<file path="src/rtl/ddcm_pkg.sv">
// Shared types, constants and helper functions of the drive command mixer.
`timescale 1ns / 1ps
package ddcm_pkg;

  localparam int MSG_BYTES_DEF = 12;
  localparam int QDEPTH        = 2;
  localparam int PAT_LEN       = 9;
  localparam int PAT_W         = $clog2(PAT_LEN + 1);

  localparam logic [7:0] PAT_TEXT [PAT_LEN] = '{
    8'h45, 8'h4D, 8'h45, 8'h52, 8'h47, 8'h45, 8'h4E, 8'h43, 8'h59
  };
  localparam logic [PAT_W-1:0] PAT_FAIL [PAT_LEN] = '{
    PAT_W'(0), PAT_W'(0), PAT_W'(0), PAT_W'(1), PAT_W'(0),
    PAT_W'(0), PAT_W'(1), PAT_W'(0), PAT_W'(0)
  };

  localparam logic [7:0] CH_SEMI  = 8'h3B;
  localparam logic [7:0] CH_EQ    = 8'h3D;
  localparam logic [7:0] CH_SPACE = 8'h20;
  localparam logic [7:0] CH_MINUS = 8'h2D;
  localparam logic [7:0] CH_PLUS  = 8'h2B;
  localparam logic [7:0] CH_ZERO  = 8'h30;
  localparam logic [7:0] CH_NINE  = 8'h39;
  localparam logic [7:0] CH_TAB   = 8'h09;
  localparam logic [7:0] CH_CR    = 8'h0D;

  localparam logic signed [15:0] ACC_MAX = 16'sd32767;
  localparam logic [7:0]         SPEED_MAX = 8'd255;

  localparam logic [7:0] FWD_DB_RST = 8'd50;
  localparam logic [7:0] TRN_DB_RST = 8'd50;
  localparam logic [8:0] LIMIT_RST  = 9'd30;

  localparam logic [1:0] REG_FWD_DB = 2'd0;
  localparam logic [1:0] REG_TRN_DB = 2'd1;
  localparam logic [1:0] REG_LIMIT  = 2'd2;

  typedef enum logic [1:0] {
    PH_WAIT_EQ = 2'd0,
    PH_SIGN    = 2'd1,
    PH_DIGITS  = 2'd2,
    PH_DONE    = 2'd3
  } phase_t;

  typedef struct packed {
    logic              found;
    logic signed [15:0] fwd;
    logic signed [15:0] trn;
    logic [8:0]        sonar;
  } msg_rec_t;

  typedef struct packed {
    logic [7:0] fwd_db;
    logic [7:0] trn_db;
    logic [8:0] limit;
  } cfg_t;

  function automatic logic [PAT_W-1:0] pat_step(input logic [PAT_W-1:0] p,
                                                input logic [7:0] c);
    logic [PAT_W-1:0] q;
    begin
      q = PAT_FAIL[p];
      if (c == PAT_TEXT[p]) begin
        pat_step = p + PAT_W'(1);
      end else if (p != '0 && q == PAT_W'(1) && c == PAT_TEXT[1]) begin
        pat_step = PAT_W'(2);
      end else if (c == PAT_TEXT[0]) begin
        pat_step = PAT_W'(1);
      end else begin
        pat_step = '0;
      end
    end
  endfunction

  function automatic logic signed [15:0] add_digit(input logic signed [15:0] acc,
                                                   input logic [3:0] d,
                                                   input logic neg);
    logic signed [20:0] a;
    logic signed [20:0] v;
    logic signed [20:0] dd;
    begin
      a  = 21'(acc);
      dd = $signed({17'b0, d});
      v  = (a <<< 3) + (a <<< 1);
      v  = neg ? (v - dd) : (v + dd);
      if (v > 21'sd32767) begin
        add_digit = ACC_MAX;
      end else if (v < -21'sd32767) begin
        add_digit = -ACC_MAX;
      end else begin
        add_digit = v[15:0];
      end
    end
  endfunction

  function automatic logic [7:0] drive_mag(input logic signed [16:0] v);
    logic [16:0] m;
    begin
      m = v[16] ? 17'(-v) : 17'(v);
      drive_mag = (m > 17'(SPEED_MAX)) ? SPEED_MAX : m[7:0];
    end
  endfunction

endpackage

</file>
<file path="src/rtl/ddcm_front.sv">
// Front end: byte parser, pattern watcher and message record builder.
`timescale 1ns / 1ps
module ddcm_front #(
  parameter int MSG_BYTES = ddcm_pkg::MSG_BYTES_DEF
) (
  input  logic               clk,
  input  logic               rst_n,
  input  logic               acc,
  input  logic [7:0]         byte_in,
  input  logic               last_in,
  input  logic [8:0]         sonar_in,
  output logic               push,
  output ddcm_pkg::msg_rec_t rec
);

  localparam int CW = $clog2(MSG_BYTES + 1);
  localparam int PW = ddcm_pkg::PAT_W;

  logic [1:0]              fi_r, fi_nxt;
  ddcm_pkg::phase_t        ph_r, ph_nxt;
  logic                    neg_r, neg_nxt;
  logic signed [15:0]      facc_r, facc_nxt;
  logic signed [15:0]      tacc_r, tacc_nxt;
  logic [PW-1:0]           pm_r, pm_nxt;
  logic                    found_r, found_nxt;
  logic [CW-1:0]           cnt_r, cnt_nxt;
  logic [PW-1:0]           pstep;
  logic signed [15:0]      acc_sel, acc_new;
  logic                    is_digit, is_space;

  assign is_digit = (byte_in >= ddcm_pkg::CH_ZERO) && (byte_in <= ddcm_pkg::CH_NINE);
  assign is_space = (byte_in == ddcm_pkg::CH_SPACE) ||
                    ((byte_in >= ddcm_pkg::CH_TAB) && (byte_in <= ddcm_pkg::CH_CR));
  assign pstep    = ddcm_pkg::pat_step(pm_r, byte_in);
  assign acc_sel  = (fi_r == 2'd0) ? facc_r : tacc_r;
  assign acc_new  = ddcm_pkg::add_digit(acc_sel, 4'(byte_in - ddcm_pkg::CH_ZERO), neg_r);

  always_comb begin
    fi_nxt    = fi_r;
    ph_nxt    = ph_r;
    neg_nxt   = neg_r;
    facc_nxt  = facc_r;
    tacc_nxt  = tacc_r;
    pm_nxt    = pm_r;
    found_nxt = found_r;
    cnt_nxt   = cnt_r;
    if (acc && cnt_r < CW'(MSG_BYTES)) begin
      cnt_nxt = cnt_r + CW'(1);
      if (pstep >= PW'(ddcm_pkg::PAT_LEN)) begin
        found_nxt = 1'b1;
        pm_nxt    = '0;
      end else begin
        pm_nxt = pstep;
      end
      if (byte_in == ddcm_pkg::CH_SEMI) begin
        if (fi_r < 2'd2) begin
          fi_nxt = fi_r + 2'd1;
        end
        ph_nxt  = ddcm_pkg::PH_WAIT_EQ;
        neg_nxt = 1'b0;
      end else if (fi_r < 2'd2) begin
        unique case (ph_r)
          ddcm_pkg::PH_WAIT_EQ: begin
            if (byte_in == ddcm_pkg::CH_EQ) begin
              ph_nxt = ddcm_pkg::PH_SIGN;
            end
          end
          ddcm_pkg::PH_SIGN: begin
            priority if (is_space) begin
              ph_nxt = ph_r;
            end else if (byte_in == ddcm_pkg::CH_MINUS || byte_in == ddcm_pkg::CH_PLUS) begin
              neg_nxt = (byte_in == ddcm_pkg::CH_MINUS);
              ph_nxt  = ddcm_pkg::PH_DIGITS;
            end else if (is_digit) begin
              ph_nxt = ddcm_pkg::PH_DIGITS;
              if (fi_r == 2'd0) begin
                facc_nxt = acc_new;
              end else begin
                tacc_nxt = acc_new;
              end
            end else begin
              ph_nxt = ddcm_pkg::PH_DONE;
            end
          end
          ddcm_pkg::PH_DIGITS: begin
            if (is_digit) begin
              if (fi_r == 2'd0) begin
                facc_nxt = acc_new;
              end else begin
                tacc_nxt = acc_new;
              end
            end else begin
              ph_nxt = ddcm_pkg::PH_DONE;
            end
          end
          default: begin
            ph_nxt = ph_r;
          end
        endcase
      end
    end
  end

  assign push      = acc && last_in;
  assign rec.found = found_nxt;
  assign rec.fwd   = facc_nxt;
  assign rec.trn   = tacc_nxt;
  assign rec.sonar = sonar_in;

  always_ff @(posedge clk) begin
    if (!rst_n || push) begin
      fi_r    <= 2'd0;
      ph_r    <= ddcm_pkg::PH_WAIT_EQ;
      neg_r   <= 1'b0;
      facc_r  <= '0;
      tacc_r  <= '0;
      pm_r    <= '0;
      found_r <= 1'b0;
      cnt_r   <= '0;
    end else begin
      fi_r    <= fi_nxt;
      ph_r    <= ph_nxt;
      neg_r   <= neg_nxt;
      facc_r  <= facc_nxt;
      tacc_r  <= tacc_nxt;
      pm_r    <= pm_nxt;
      found_r <= found_nxt;
      cnt_r   <= cnt_nxt;
    end
  end

endmodule

</file>
<file path="src/rtl/ddcm_queue.sv">
// Short queue of message records between the front and back ends.
`timescale 1ns / 1ps
module ddcm_queue (
  input  logic               clk,
  input  logic               rst_n,
  input  logic               push,
  input  ddcm_pkg::msg_rec_t rec_in,
  output logic               full,
  input  logic               pop,
  output logic               valid,
  output ddcm_pkg::msg_rec_t rec_out
);

  localparam int AW = $clog2(ddcm_pkg::QDEPTH);
  localparam int NW = $clog2(ddcm_pkg::QDEPTH + 1);

  ddcm_pkg::msg_rec_t mem_r [ddcm_pkg::QDEPTH];
  logic [AW-1:0]      wp_r, wp_nxt;
  logic [AW-1:0]      rp_r, rp_nxt;
  logic [NW-1:0]      n_r, n_nxt;

  assign full    = (n_r == NW'(ddcm_pkg::QDEPTH));
  assign valid   = (n_r != '0);
  assign rec_out = mem_r[rp_r];

  always_comb begin
    wp_nxt = push ? wp_r + AW'(1) : wp_r;
    rp_nxt = pop  ? rp_r + AW'(1) : rp_r;
    n_nxt  = n_r + NW'(push) - NW'(pop);
  end

  always_ff @(posedge clk) begin
    if (!rst_n) begin
      wp_r <= '0;
      rp_r <= '0;
      n_r  <= '0;
    end else begin
      wp_r <= wp_nxt;
      rp_r <= rp_nxt;
      n_r  <= n_nxt;
    end
  end

  always_ff @(posedge clk) begin
    if (push) begin
      mem_r[wp_r] <= rec_in;
    end
  end

endmodule

</file>
<file path="src/rtl/ddcm_back.sv">
// Back end: deadband, arcade mixing, obstacle stop and output register.
`timescale 1ns / 1ps
module ddcm_back (
  input  logic               clk,
  input  logic               rst_n,
  input  ddcm_pkg::cfg_t     cfg,
  input  logic               q_valid,
  input  ddcm_pkg::msg_rec_t q_rec,
  output logic               q_pop,
  output logic               out_valid,
  input  logic               out_ready,
  output logic               emergency,
  output logic               motors_updated,
  output logic [7:0]         left_speed,
  output logic               left_forward,
  output logic [7:0]         right_speed,
  output logic               right_forward,
  output logic               obstacle_stop
);

  logic               vld_r, vld_nxt;
  logic               mf_r, mf_nxt;
  logic               emg_r, upd_r, lfw_r, rfw_r, stp_r;
  logic [7:0]         lsp_r, rsp_r;
  logic               emg_nxt, upd_nxt, lfw_nxt, rfw_nxt, stp_nxt;
  logic [7:0]         lsp_nxt, rsp_nxt;
  logic [15:0]        fa, ta;
  logic signed [15:0] fz, tz;
  logic signed [16:0] lv, rv;
  logic               mf_mix, mf_eff, near;

  assign q_pop = q_valid && (!vld_r || out_ready);

  always_comb begin
    fa     = q_rec.fwd[15] ? 16'(-q_rec.fwd) : 16'(q_rec.fwd);
    ta     = q_rec.trn[15] ? 16'(-q_rec.trn) : 16'(q_rec.trn);
    fz     = (fa < {8'b0, cfg.fwd_db}) ? 16'sd0 : q_rec.fwd;
    tz     = (ta < {8'b0, cfg.trn_db}) ? 16'sd0 : q_rec.trn;
    lv     = 17'(fz) - 17'(tz);
    rv     = 17'(fz) + 17'(tz);
    mf_mix = (lv > 17'sd0) && (rv > 17'sd0);
    mf_eff = q_rec.found ? mf_r : mf_mix;
    near   = (q_rec.sonar != 9'd0) && (q_rec.sonar <= cfg.limit);

    emg_nxt = q_rec.found;
    upd_nxt = !q_rec.found;
    lsp_nxt = q_rec.found ? 8'd0 : ddcm_pkg::drive_mag(lv);
    rsp_nxt = q_rec.found ? 8'd0 : ddcm_pkg::drive_mag(rv);
    lfw_nxt = !q_rec.found && !lv[16];
    rfw_nxt = !q_rec.found && !rv[16];
    stp_nxt = 1'b0;
    if (mf_eff && near) begin
      lsp_nxt = 8'd0;
      rsp_nxt = 8'd0;
      lfw_nxt = 1'b1;
      rfw_nxt = 1'b1;
      upd_nxt = 1'b1;
      stp_nxt = 1'b1;
    end

    vld_nxt = q_pop ? 1'b1 : (out_ready ? 1'b0 : vld_r);
    mf_nxt  = q_pop ? mf_eff : mf_r;
  end

  always_ff @(posedge clk) begin
    if (!rst_n) begin
      vld_r <= 1'b0;
      mf_r  <= 1'b0;
    end else begin
      vld_r <= vld_nxt;
      mf_r  <= mf_nxt;
    end
  end

  always_ff @(posedge clk) begin
    if (q_pop) begin
      emg_r <= emg_nxt;
      upd_r <= upd_nxt;
      lsp_r <= lsp_nxt;
      lfw_r <= lfw_nxt;
      rsp_r <= rsp_nxt;
      rfw_r <= rfw_nxt;
      stp_r <= stp_nxt;
    end
  end

  assign out_valid      = vld_r;
  assign emergency      = emg_r;
  assign motors_updated = upd_r;
  assign left_speed     = lsp_r;
  assign left_forward   = lfw_r;
  assign right_speed    = rsp_r;
  assign right_forward  = rfw_r;
  assign obstacle_stop  = stp_r;

  a_stop_zero: assert property (@(posedge clk) disable iff (!rst_n)
    vld_r && stp_r |-> lsp_r == 8'd0 && rsp_r == 8'd0 && upd_r && lfw_r && rfw_r)
    else $error("obstacle stop with motors running");

  a_plain_updates: assert property (@(posedge clk) disable iff (!rst_n)
    vld_r && !emg_r |-> upd_r)
    else $error("non-emergency word without motor update");

  a_idle_motors: assert property (@(posedge clk) disable iff (!rst_n)
    vld_r && !upd_r |-> lsp_r == 8'd0 && rsp_r == 8'd0 && !lfw_r && !rfw_r)
    else $error("motor fields set without update");

  a_pop_shows: assert property (@(posedge clk) disable iff (!rst_n)
    q_pop |=> vld_r)
    else $error("popped record not presented");

endmodule

</file>
<file path="src/rtl/differential_drive_command_mixer.sv">
// Top level of the differential drive command mixer.
//
// Input stream: one message byte per word; in_tdata holds the byte and the
// sonar distance, in_tlast marks the final byte of a message. The sonar
// distance is used only with the final byte.
// Output stream: one word per message, issued after its final byte, with
// the emergency flag, the update flag, both motor speeds and directions and
// the obstacle stop flag.
// Throughput: one byte per cycle while in_tready is high. The result word
// passes from the record queue through the mixer into the output register.
// A two-entry record queue sits between the byte parser and the mixer, so
// bytes keep flowing while a result waits; in_tready falls only once the
// queue is full behind a stalled output.
// Reset clears the parser, the queue, the output valid flag and the forward
// flag, and loads the register defaults (deadbands 50, obstacle limit 30).
// Write the cfg_ registers only while no message is in flight.
`timescale 1ns / 1ps
module differential_drive_command_mixer #(
  parameter int MSG_BYTES = ddcm_pkg::MSG_BYTES_DEF
) (
  input  logic        clk,
  input  logic        rst_n,
  input  logic        cfg_we,
  input  logic [1:0]  cfg_addr,
  input  logic [8:0]  cfg_wdata,
  input  logic        in_tvalid,
  output logic        in_tready,
  input  logic [23:0] in_tdata,   // message_byte[7:0], sonar_distance_cm[16:8], zero
  input  logic        in_tlast,
  output logic        out_tvalid,
  input  logic        out_tready,
  output logic [23:0] out_tdata   // emergency[0], motors_updated[1], left_speed[9:2],
                                  // left_forward[10], right_speed[18:11],
                                  // right_forward[19], obstacle_stop[20], zero
);

  ddcm_pkg::cfg_t     cfg_r, cfg_nxt;
  ddcm_pkg::msg_rec_t f_rec, q_rec;
  logic               in_acc, push, q_full, q_valid, q_pop;
  logic               emg, upd, lfw, rfw, stp;
  logic [7:0]         lsp, rsp;

  always_comb begin
    cfg_nxt = cfg_r;
    if (cfg_we) begin
      unique case (cfg_addr)
        ddcm_pkg::REG_FWD_DB: cfg_nxt.fwd_db = cfg_wdata[7:0];
        ddcm_pkg::REG_TRN_DB: cfg_nxt.trn_db = cfg_wdata[7:0];
        ddcm_pkg::REG_LIMIT:  cfg_nxt.limit  = cfg_wdata;
        default:              cfg_nxt = cfg_r;
      endcase
    end
  end

  always_ff @(posedge clk) begin
    if (!rst_n) begin
      cfg_r.fwd_db <= ddcm_pkg::FWD_DB_RST;
      cfg_r.trn_db <= ddcm_pkg::TRN_DB_RST;
      cfg_r.limit  <= ddcm_pkg::LIMIT_RST;
    end else begin
      cfg_r <= cfg_nxt;
    end
  end

  assign in_tready = !q_full;
  assign in_acc    = in_tvalid && in_tready;

  ddcm_front #(
    .MSG_BYTES(MSG_BYTES)
  ) u_front (
    .clk      (clk),
    .rst_n    (rst_n),
    .acc      (in_acc),
    .byte_in  (in_tdata[7:0]),
    .last_in  (in_tlast),
    .sonar_in (in_tdata[16:8]),
    .push     (push),
    .rec      (f_rec)
  );

  ddcm_queue u_queue (
    .clk     (clk),
    .rst_n   (rst_n),
    .push    (push),
    .rec_in  (f_rec),
    .full    (q_full),
    .pop     (q_pop),
    .valid   (q_valid),
    .rec_out (q_rec)
  );

  ddcm_back u_back (
    .clk            (clk),
    .rst_n          (rst_n),
    .cfg            (cfg_r),
    .q_valid        (q_valid),
    .q_rec          (q_rec),
    .q_pop          (q_pop),
    .out_valid      (out_tvalid),
    .out_ready      (out_tready),
    .emergency      (emg),
    .motors_updated (upd),
    .left_speed     (lsp),
    .left_forward   (lfw),
    .right_speed    (rsp),
    .right_forward  (rfw),
    .obstacle_stop  (stp)
  );

  assign out_tdata = {3'b0, stp, rfw, rsp, lfw, lsp, upd, emg};

endmodule
</file>
<file path="config.mk">
export PLATFORM = sky130hd
export DESIGN_NAME = differential_drive_command_mixer
export DESIGN_NICKNAME = d
export VERILOG_FILES = /design/src/rtl/ddcm_pkg.sv /design/src/rtl/ddcm_front.sv /design/src/rtl/ddcm_queue.sv /design/src/rtl/ddcm_back.sv /design/src/rtl/differential_drive_command_mixer.sv
export SDC_FILE = /design/constraint.sdc
export NUM_CORES = 1
export LEC_CHECK = 0
export BUFFER_PORTS_ARGS = -buffer_cell sky130_fd_sc_hd__buf_2
export CORE_MARGIN = 4
export CORE_UTILIZATION = 65
export CTS_BUF_LIST = sky130_fd_sc_hd__clkbuf_8
export DETAILED_ROUTE_END_ITERATION = 10
export PLACE_DENSITY = 0.93
export SLEW_MARGIN = 10
export SYNTH_ARGS = -nofsm -noshare
export SYNTH_HDL_FRONTEND = slang
export SYNTH_SLANG_ARGS = --single-unit
export TNS_END_PERCENT = 50
</file>
<file path="constraint.sdc">
create_clock -name clk -period 19.3 [get_ports clk]
set_input_delay 1.93 -clock clk [delete_from_list [all_inputs] [get_ports clk]]
set_output_delay 1.93 -clock clk [all_outputs]
set_load 0.01 [all_outputs]
</file>
==> metrics, run 1 <==
result of the run complete, no violations; worst hold stages 2; grt ovf 0; clock power share between 10% and 20%; num rows 53; Bufs on Longest Clock Path 2; Clock Tree Root clkbuf_8; fmax 114.9 MHz; Mapped Area ~14000 um^2; worst-path cell with the longest stage delay o21bai_1; post-layout min period around 8700 ps; die area 23640 um^2; initial antenna violation count 0; Final Setup Violations 0; period utilization 45.09%; CTS buffer count 17; power density over the cells 103.7 nW/um^2; DIE WIDTH ~150 um; layout cells sized above 1 between 10 and 15%; R2R cell count 33; post-synthesis register bit count approximately 180; sw power 0.0006396 W; Worst Path Required about 19000 ps; IO Pins 67; P_leak 5.712 nW; type of origin of the critical path flip-flop; Hold Path Sink cfg_r[8]; worst slack, placed 10980 ps; starting DRC count in detailed routing 1219; crit path kind reg -> reg; largest net degree at the start of global routing 65; routed wire length per instance 18.51 um; Initial Util between 60% and 70%; setup tns final 0 ps; post-route ant nets 0; Inserted Diodes 0; # clock sinks 183; Sw Ratio 42.15%; FF-to-FF setup slack 10600 ps; Combinational Power Share roughly half; Worst Setup End Kind flip-flop; Clk Latency, worst-skew pair between 400 and 500 ps; die height 153.8 um; fin worst setup slack 10600 ps; RSZ-0062 raised after global routing no; max cap viols 0; Final nets 1711; Std-Cell Core Area 20960 um^2; GPL Wtd Cong between 0.9 and 1; most used cell, CP a21oi_1; Slew Limit Fails 0; Post-Syn Instances about 1600; EDFF count, synth 105; DR vias 12050; Crit Path Max Fanout 64; synth warn 0; Hold Path Origin cfg_r[8]; Hold-fix buffers, CTS 0; Worst Max-Slew Pin Slew 1031 ps; most common cell after layout, fill and taps aside nor2_1; crit-path max cell delay 840 ps; Port-buffer cells between 50 and 60; min-delay worst type reg -> reg; first-pass GRT wire length between 50 and 60 mm; Reg2Reg Capture Point u_back.left_speed[6]; Yosys cell types 99; Max IR drop VDD slightly below 0.06 mV; hold slack ~480 ps; Arrival @ worst endpoint between 8000 and 9000 ps; Hold Vio Cnt, Final 0; internal cell power 0.0008776 W; clock skew between 15 and 20 ps; Crit path buffers/inverters 3; Synth async-reset ratio 0%; GRT Util Overall between 20 and 30%; Pre-antenna DRT Iters 7; hpwl dp 25.52 mm; Post-Syn Area per Cell 8.876 um^2; Synth-to-Final Area Change 5.943%; WL final 34.47 mm; commonest cells after routing, fill and taps aside 147 x nor2_1, 129 x nand2_1, 105 x edfxtp_1, 101 x inv_1, 96 x a21oi_1; main flop type after synthesis edfxtp_1; vias in the first global route 11700; sequential power share 31.2%; # Post-CTS Setup Buffers 0; critical path's top delay family compound AO/OA/AOI/OAI gates; CTS H-tree lvls 4; drt drc 0; CTS resizes 0; CTS tree done; via density per instance approximately 6.5; Post-Layout Cell Count 1862; Slew HR 29.27%; sequential share of the synthesized area ~34%; Placed Instances ~1800; Reg clk slew, reported paths 110 ps
## state kept, by name, summed over array words and instances, names as in the netlist, 2 cells and up, named ones only
register            count
u_queue.mem_r          84
u_back.right_speed      8
u_front.pm_r            4
u_front.ph_r            2
u_front.cnt_r           4
u_queue.n_r             2
u_front.tacc_r         16
u_front.facc_r         16
u_front.fi_r            2
cfg_r                  25
u_back.left_speed       8
## worst max path at each step
| stage | startpoint | to | cells after the start |
|---|---|---|---|
| after global routing | flip-flop | u_back.left_speed[6] | 31 |
| after detailed placement | flip-flop | u_back.left_speed[0] | 31 |
| after global placement | flip-flop | u_back.left_speed[1] | 33 |
| after floorplan | flip-flop | u_back.left_speed[0] | 32 |
| after CTS | flip-flop | u_back.left_speed[6] | 33 |
| final | flip-flop | u_back.left_speed[6] | 33 |
## synthesized netlist by cell type, drive strengths merged, types with 35 or more instances
master | number | area, um^2
nor2 | 151 | 569.3
nand2 | 129 | 484.2
edfxtp | 105 | 3153
inv | 101 | 379.1
a21oi | 97 | 489.2
ha | 91 | 1139
dfxtp | 78 | 1562
o21ai | 69 | 349.1
xnor2 | 57 | 506.7
mux2i | 50 | 508.0
nand3 | 45 | 225.2
clkbuf | 39 | 148.9
xor2 | 39 | 349.1
nor3 | 37 | 185.2
a221o | 36 | 360.4
nor2b | 35 | 219.0
## per-layer routing
metal / share of wire [%] / track usage [%] / vias to the layer above
li1: - / - / 5692
met1: 41 / 34.60 / 5705
met2: 49 / 49.99 / 531
met3: 6.0 / 3.771 / 117
met4: 4.2 / 13.25 / 0
met5: 0 / 0 / -
## tightest hold or removal path: stages, from the launching register on
cell and delay (ps):
dfxtp_1 330, nand2_1 50, a21boi_0 60
## power groups by stage
stage,combinational [W],clock [W],sequential [W]
after detailed placement,0.000729,0,0.000483
final,0.000759,0.000284,0.000474
after CTS,0.000742,0.000282,0.000474
after global routing,0.000833,0.000299,0.000478
after floorplan,0.000557,0,0.000490
after global placement,0.000698,0,0.000480
## through the flow
step / area, um^2 / util, % / total power (W)
final: 14630 / 69.82 / 0.001517
after global routing: 14630 / 69.82 / 0.001610
after CTS: 14610 / 69.73 / 0.001498
after detailed placement: 14180 / 67.68 / 0.001212
after global placement: 14180 / 67.68 / 0.001178
after floorplan: 13820 / - / 0.001047
## final cells by class
type,instances,area [um^2]
multi-input cells,1203,8381
fillers,1527,6324
flip-flops and latches,183,4716
repair buffers,68,382.9
inverters,101,379.1
well taps,275,344.1
clock buffers,17,234.0
clock inverters,15,195.2
## cell families after synthesis
family,synth area share (%)
buffers and inverters,5.408
XOR/XNOR,6.197
other,0.02715
adder cells (fa/ha/maj),9.114
multiplexers,5.880
AO/OA/AOI/OAI,19.29
AND/OR/NAND/NOR,19.95
flip-flops,34.14
Note: power is estimated with default switching activity, not from simulation.
==> inputs of run 2 (changes only) <==
clock period = 8.18 ns   (was 19.3 ns; I/O delays follow)
==> run 2 against run 1 <==
  * Total power grew 140%
  * Worst hold slack lost 4.6 ps
  * Register-to-register slack lost 10000 ps
  * Global-route usage shrank 0.082 points
  * Flip-flop and latch count is the same
  * Die area is the same
  * Core utilization grew 0.26 points
  * Sequential share of layout area shrank 0.12 points
  * Final cell count grew 0.21%
==> metrics, run 2 (synthesized netlist as in run 1, its figures left out) <==
max reg flops 84; Final Setup Violations 0; IO Pins between 60 and 70; Reg clk slew, reported paths 110 ps; die height 153.8 um; post-route ant nets 0; vias in the first global route 11620; clock skew 16.30 ps; Largest Register u_queue.mem_r; type of origin of the critical path flip-flop; WL final 34.47 mm; Std-Cell Core Area 20960 um^2; layout cells sized above 1 roughly an eighth; sw power approximately 0.0015 W; final-layout fill cell count 1499; Crit Path Max Fanout 23; first-pass GRT wire length approximately 56 mm; Hold Vio Cnt, Final 0; Worst Max-Slew Pin Slew 1099 ps; Initial Util 65.91%; Clk Latency, worst-skew pair ~480 ps; internal cell power 0.002039 W; Placed Instances 1833; DR vias about 12000; power density over the cells 243.1 nW/um^2; largest net degree at the start of global routing 44; Clock Tree Root clkbuf_8; sequential power share a little under a third; Max IR drop VDD ~0.12 mV; area occupied by multi-input gates 8406 um^2; die area around 24000 um^2; Inserted Diodes 0; Hold-fix buffers, CTS 0; DIE WIDTH 153.8 um; GPL Wtd Cong 0.9639; grt ovf 0; FF+latch area 4716 um^2; Arrival @ worst endpoint roughly 8100 ps; CTS H-tree lvls 4; fmax 129.1 MHz; Worst Setup End Kind flip-flop; max cap viols 0; # clock sinks between 150 and 200; CTS tree done; commonest cells after routing, fill and taps aside 147 x nor2_1, 129 x nand2_1, 105 x edfxtp_1, 101 x inv_1, 96 x a21oi_1; min-delay worst type reg -> reg; period utilization 94.68%; P_leak approximately 5.7 nW; num rows 53; # Post-CTS Setup Buffers 0; Largest regs u_queue.mem_r (84), cfg_r (25); drt drc 0; CTS buffer count 17; RSZ-0062 raised after global routing no; hpwl dp roughly 26 mm; Pre-antenna DRT Iters 6; Worst Path Required 8490 ps; result of the run complete, no violations; Slew HR 26.75%; Final nets 1715; most common cell after layout, fill and taps aside nor2_1; CTS resizes 0; Slew Limit Fails 0; via density per instance around 6.5; Combinational Power Share between 50% and 60%; Synth-to-Final Area Change 6.332%; setup tns final 0 ps; initial antenna violation count 0; Port-buffer cells 56; post-layout min period 7744 ps; routed wire length per instance between 15 and 20 um; starting DRC count in detailed routing 1300; Post-Layout Cell Count 1866; Bufs on Longest Clock Path 2; Sw Ratio 42.87%; crit path kind reg -> reg; clock power share 18.2%; Hold Path Origin cfg_r[8]; GRT Util Overall 28.35%
==> run 2: worst paths after layout <==
check             depth (start not counted)  slack, ps                     to
setup reg to reg                         25        440  u_back.right_speed[5]
hold reg to reg                           2        470               cfg_r[8]
hold / removal                            2        470               cfg_r[8]
setup / recovery                         25        440  u_back.right_speed[5]
==> run 2: worst max-delay path, cell delays in order, from the launching register on <==
cell       delay (ps)
dfxtp_2           660
buf_4             390
buf_4             360
a21oi_1           210
nor3_1            320
and3_1            330
a31oi_1           150
or4_1             470
a2111oi_2         710
nor2_1            220
ha_1              350
nor2b_1           130
o21ai_0           240
a21oi_1           140
o21ai_1           300
a21oi_1           180
xnor2_1           210
nor4_2            430
nand3_1           260
or4_1             520
o221a_2           250
o41ai_1            60
buf_4             200
o21bai_1           60
buf_4             190
a31oi_1           190
==> run 2: routing by layer <==
layer / vias up / share of wire, % / track usage, %
li1: 5713 / - / -
met1: 5717 / 40 / 34.39
met2: 617 / 49 / 49.66
met3: 127 / 6.9 / 4.560
met4: 0 / 4.0 / 12.66
met5: - / 0 / 0
==> run 2: final cells by class <==
type	instances	share of cell area, %
clock inverter	15	1.321
sequential	183	32.11
inverter	101	2.582
clock buffer	17	1.593
tap	275	2.343
timing repair buffer	72	2.812
multi-input combinational	1203	57.24
==> run 2: power by group through the flow <==
stage	Combinational (W)	Sequential, W	Clock (W)
final	0.00179	0.00113	0.000651
after global routing	0.00197	0.00114	0.000688
after CTS	0.00174	0.00113	0.000649
after detailed placement	0.00172	0.00115	0
after global placement	0.00165	0.00114	0
after floorplan	0.00131	0.00116	0
==> run 2: through the flow <==
stage	area (um^2)	hold WS, ps	setup slack (ps)	utilization, %	total power, W
2_1_floorplan	13820	443.4	27.38	-	0.002470
3_3_place_gp	14210	453.3	772.9	67.82	0.002791
3_5_place_dp	14210	459.5	459.0	67.82	0.002870
4_1_cts	14640	474.4	240.6	69.87	0.003522
5_1_grt	14690	506.0	2.770	70.08	0.003797
6_report	14690	473.6	435.6	70.08	0.003569
==> inputs of run 3 (changes only) <==
BUFFER_PORTS_ARGS = -buffer_cell sky130_fd_sc_hd__buf_4   (was -buffer_cell sky130_fd_sc_hd__buf_2)
SLEW_MARGIN = 20   (was 10)
==> run 3 against run 2 <==
  * Worst setup slack gained 63 ps
  * Cell area grew 0.66%
  * Sequential share of layout area shrank 0.21 points
  * Clock skew shrank 5.5 ps
  * Worst hold slack gained 4.8 ps
  * Highest routed layer unchanged
  * Flip-flop and latch count is the same
  * Via count is essentially flat
==> metrics, run 3 (synthesized netlist as in run 1, its figures left out) <==
hpwl dp 26.19 mm; Std-Cell Core Area 20960 um^2; Reg clk slew, reported paths 110 ps; Largest Register u_queue.mem_r; CTS tree done; clock skew approximately 11 ps; die area between 20000 and 25000 um^2; P_leak 5.772 nW; Clk Latency, worst-skew pair 490 ps; Inserted Diodes 0; max reg flops 84; RSZ-0062 raised after global routing no; final core area utilization 70.55%; setup tns final 0 ps; Final Setup Violations 0; vias in the first global route 11780; power density over the cells 241.5 nW/um^2; layout cells sized above 1 11.64%; type of origin of the critical path flip-flop; Hold Vio Cnt, Final 0; crit path kind reg -> reg; Largest regs u_queue.mem_r (84), cfg_r (25); IO Pins 67; most common cell after layout, fill and taps aside nor2_1; Worst Max-Slew Pin Slew 1073 ps; Port-buffer cells 56; final-layout fill cell count 1489; max cap viols 0; Pre-antenna DRT Iters 6; R2R cell count 26; Arrival @ worst endpoint about 8000 ps; hold slack between 400 and 500 ps; CTS buffer count 17; Bufs on Longest Clock Path 2; starting DRC count in detailed routing 1262; Slew Limit Fails 0; drt drc 0; DIE WIDTH 153.8 um; num rows 53; Hold-fix buffers, CTS 0; largest net degree at the start of global routing 46; # clock sinks 183; initial antenna violation count 0; grt ovf 0; via density per instance ~6.5; WL final 34.81 mm; Clock Tree Root clkbuf_8; Final nets 1713; # Post-CTS Setup Buffers 0; fmax about 130 MHz; PnR Total Power 0.003570 W; Worst Path Required 8510 ps; commonest cells after routing, fill and taps aside 147 x nor2_1, 129 x nand2_1, 105 x edfxtp_1, 102 x inv_1, 96 x a21oi_1; routed wire length per instance between 15 and 20 um; die height 153.8 um; worst hold stages 2; Reg2Reg Capture Point u_back.right_speed[2]; Crit Path Max Fanout 45; GPL Wtd Cong 0.9378; Max IR drop VDD around 0.12 mV; GRT Util Overall 28.68%; CTS H-tree lvls 4; Slew HR 28.48%; post-layout min period 7681 ps; Worst Setup End Kind flip-flop; result of the run complete, no violations; Synth-to-Final Area Change 7.039%; FF-to-FF setup slack between 400 and 500 ps; Hold Path Sink cfg_r[5]; Hold Path Origin cfg_r[5]; first-pass GRT wire length 56.62 mm; DR vias approximately 12000; min-delay worst type reg -> reg; Initial Util about two thirds; post-route ant nets 0; period utilization 93.90%
run 3: changes by cell type in the layout (fill, tap and decap cells not counted), sizes merged:
cell,change
clkinv,+1
buf,-2
inv,-2
clkinvlp,+1
run 3: power by group:
group	switching (W)	internal, W	leakage (nW)
combinational	0.00110	0.000708	3.99
clock	0.000375	0.000254	0.203
sequential	0.0000425	0.00109	1.58
total	0.00152	0.00205	5.77
run 3: how the worst max path moves through the flow:
stage                         start                     to  slack [ps]  depth (start not counted)
after floorplan           flip-flop   u_back.left_speed[0]          30                         32
after detailed placement  flip-flop  u_back.right_speed[2]         450                         26
after global placement    flip-flop  u_back.right_speed[6]         780                         26
after global routing      flip-flop  u_back.right_speed[2]          40                         26
after CTS                 flip-flop  u_back.right_speed[2]         310                         26
final                     flip-flop  u_back.right_speed[2]         500                         26
run 3: critical path, stage by stage (launching register included):
cell and delay, ps:
dfxtp_2 510, buf_6 420, mux2i_1 480, and2_1 250
nand2_1 120, nor3_1 230, and3_1 290, a31oi_1 150
or4_1 460, a2111oi_2 640, nor2_1 180, ha_1 350
nor2b_1 140, o21ai_0 250, a21oi_1 150, o21ai_1 290
a21oi_1 200, xnor2_1 220, nor4_2 420, nand3_1 270
or4_1 530, o221a_2 250, o41ai_1 60, buf_4 190
o21bai_1 70, buf_4 190, a31oi_1 180
run 3: metal layers:
layer	part of all wire [%]	up-vias	global-route usage [%]
li1	-	5705	-
met2	49	603	50.16
met5	0	-	0
met3	6.7	143	3.771
met1	39	5714	34.80
met4	4.7	0	14.26
run 3: what timing repair did:
| item | in CTS | in global routing |
|---|---|---|
| setup endpoints to repair | 0 | 18 |
| endpoints found under the hold margin | 0 | 0 |
| gates resized for setup | 0 | 4 |
run 3: area by class of cell:
cell class / count / area (um^2) / share of cell area (%)
inverters: 101 / 379.1 / 2.565
multi-input cells: 1203 / 8406 / 56.86
well taps: 275 / 344.1 / 2.328
flip-flops and latches: 183 / 4716 / 31.90
repair buffers: 70 / 541.8 / 3.665
clock buffers: 17 / 234.0 / 1.583
clock inverters: 15 / 162.7 / 1.100
run 3: stage by stage:
| stage | std cells | setup slack (ps) | instance area, um^2 |
|---|---|---|---|
| after detailed placement | 1832 | 447.6 | 14360 |
| after global placement | 1831 | 775.1 | 14340 |
| after global routing | 1864 | 37.89 | 14780 |
| final | 1864 | 498.8 | 14780 |
| after CTS | 1864 | 314.7 | 14750 |
| after floorplan | 1558 | 27.38 | 13820 |
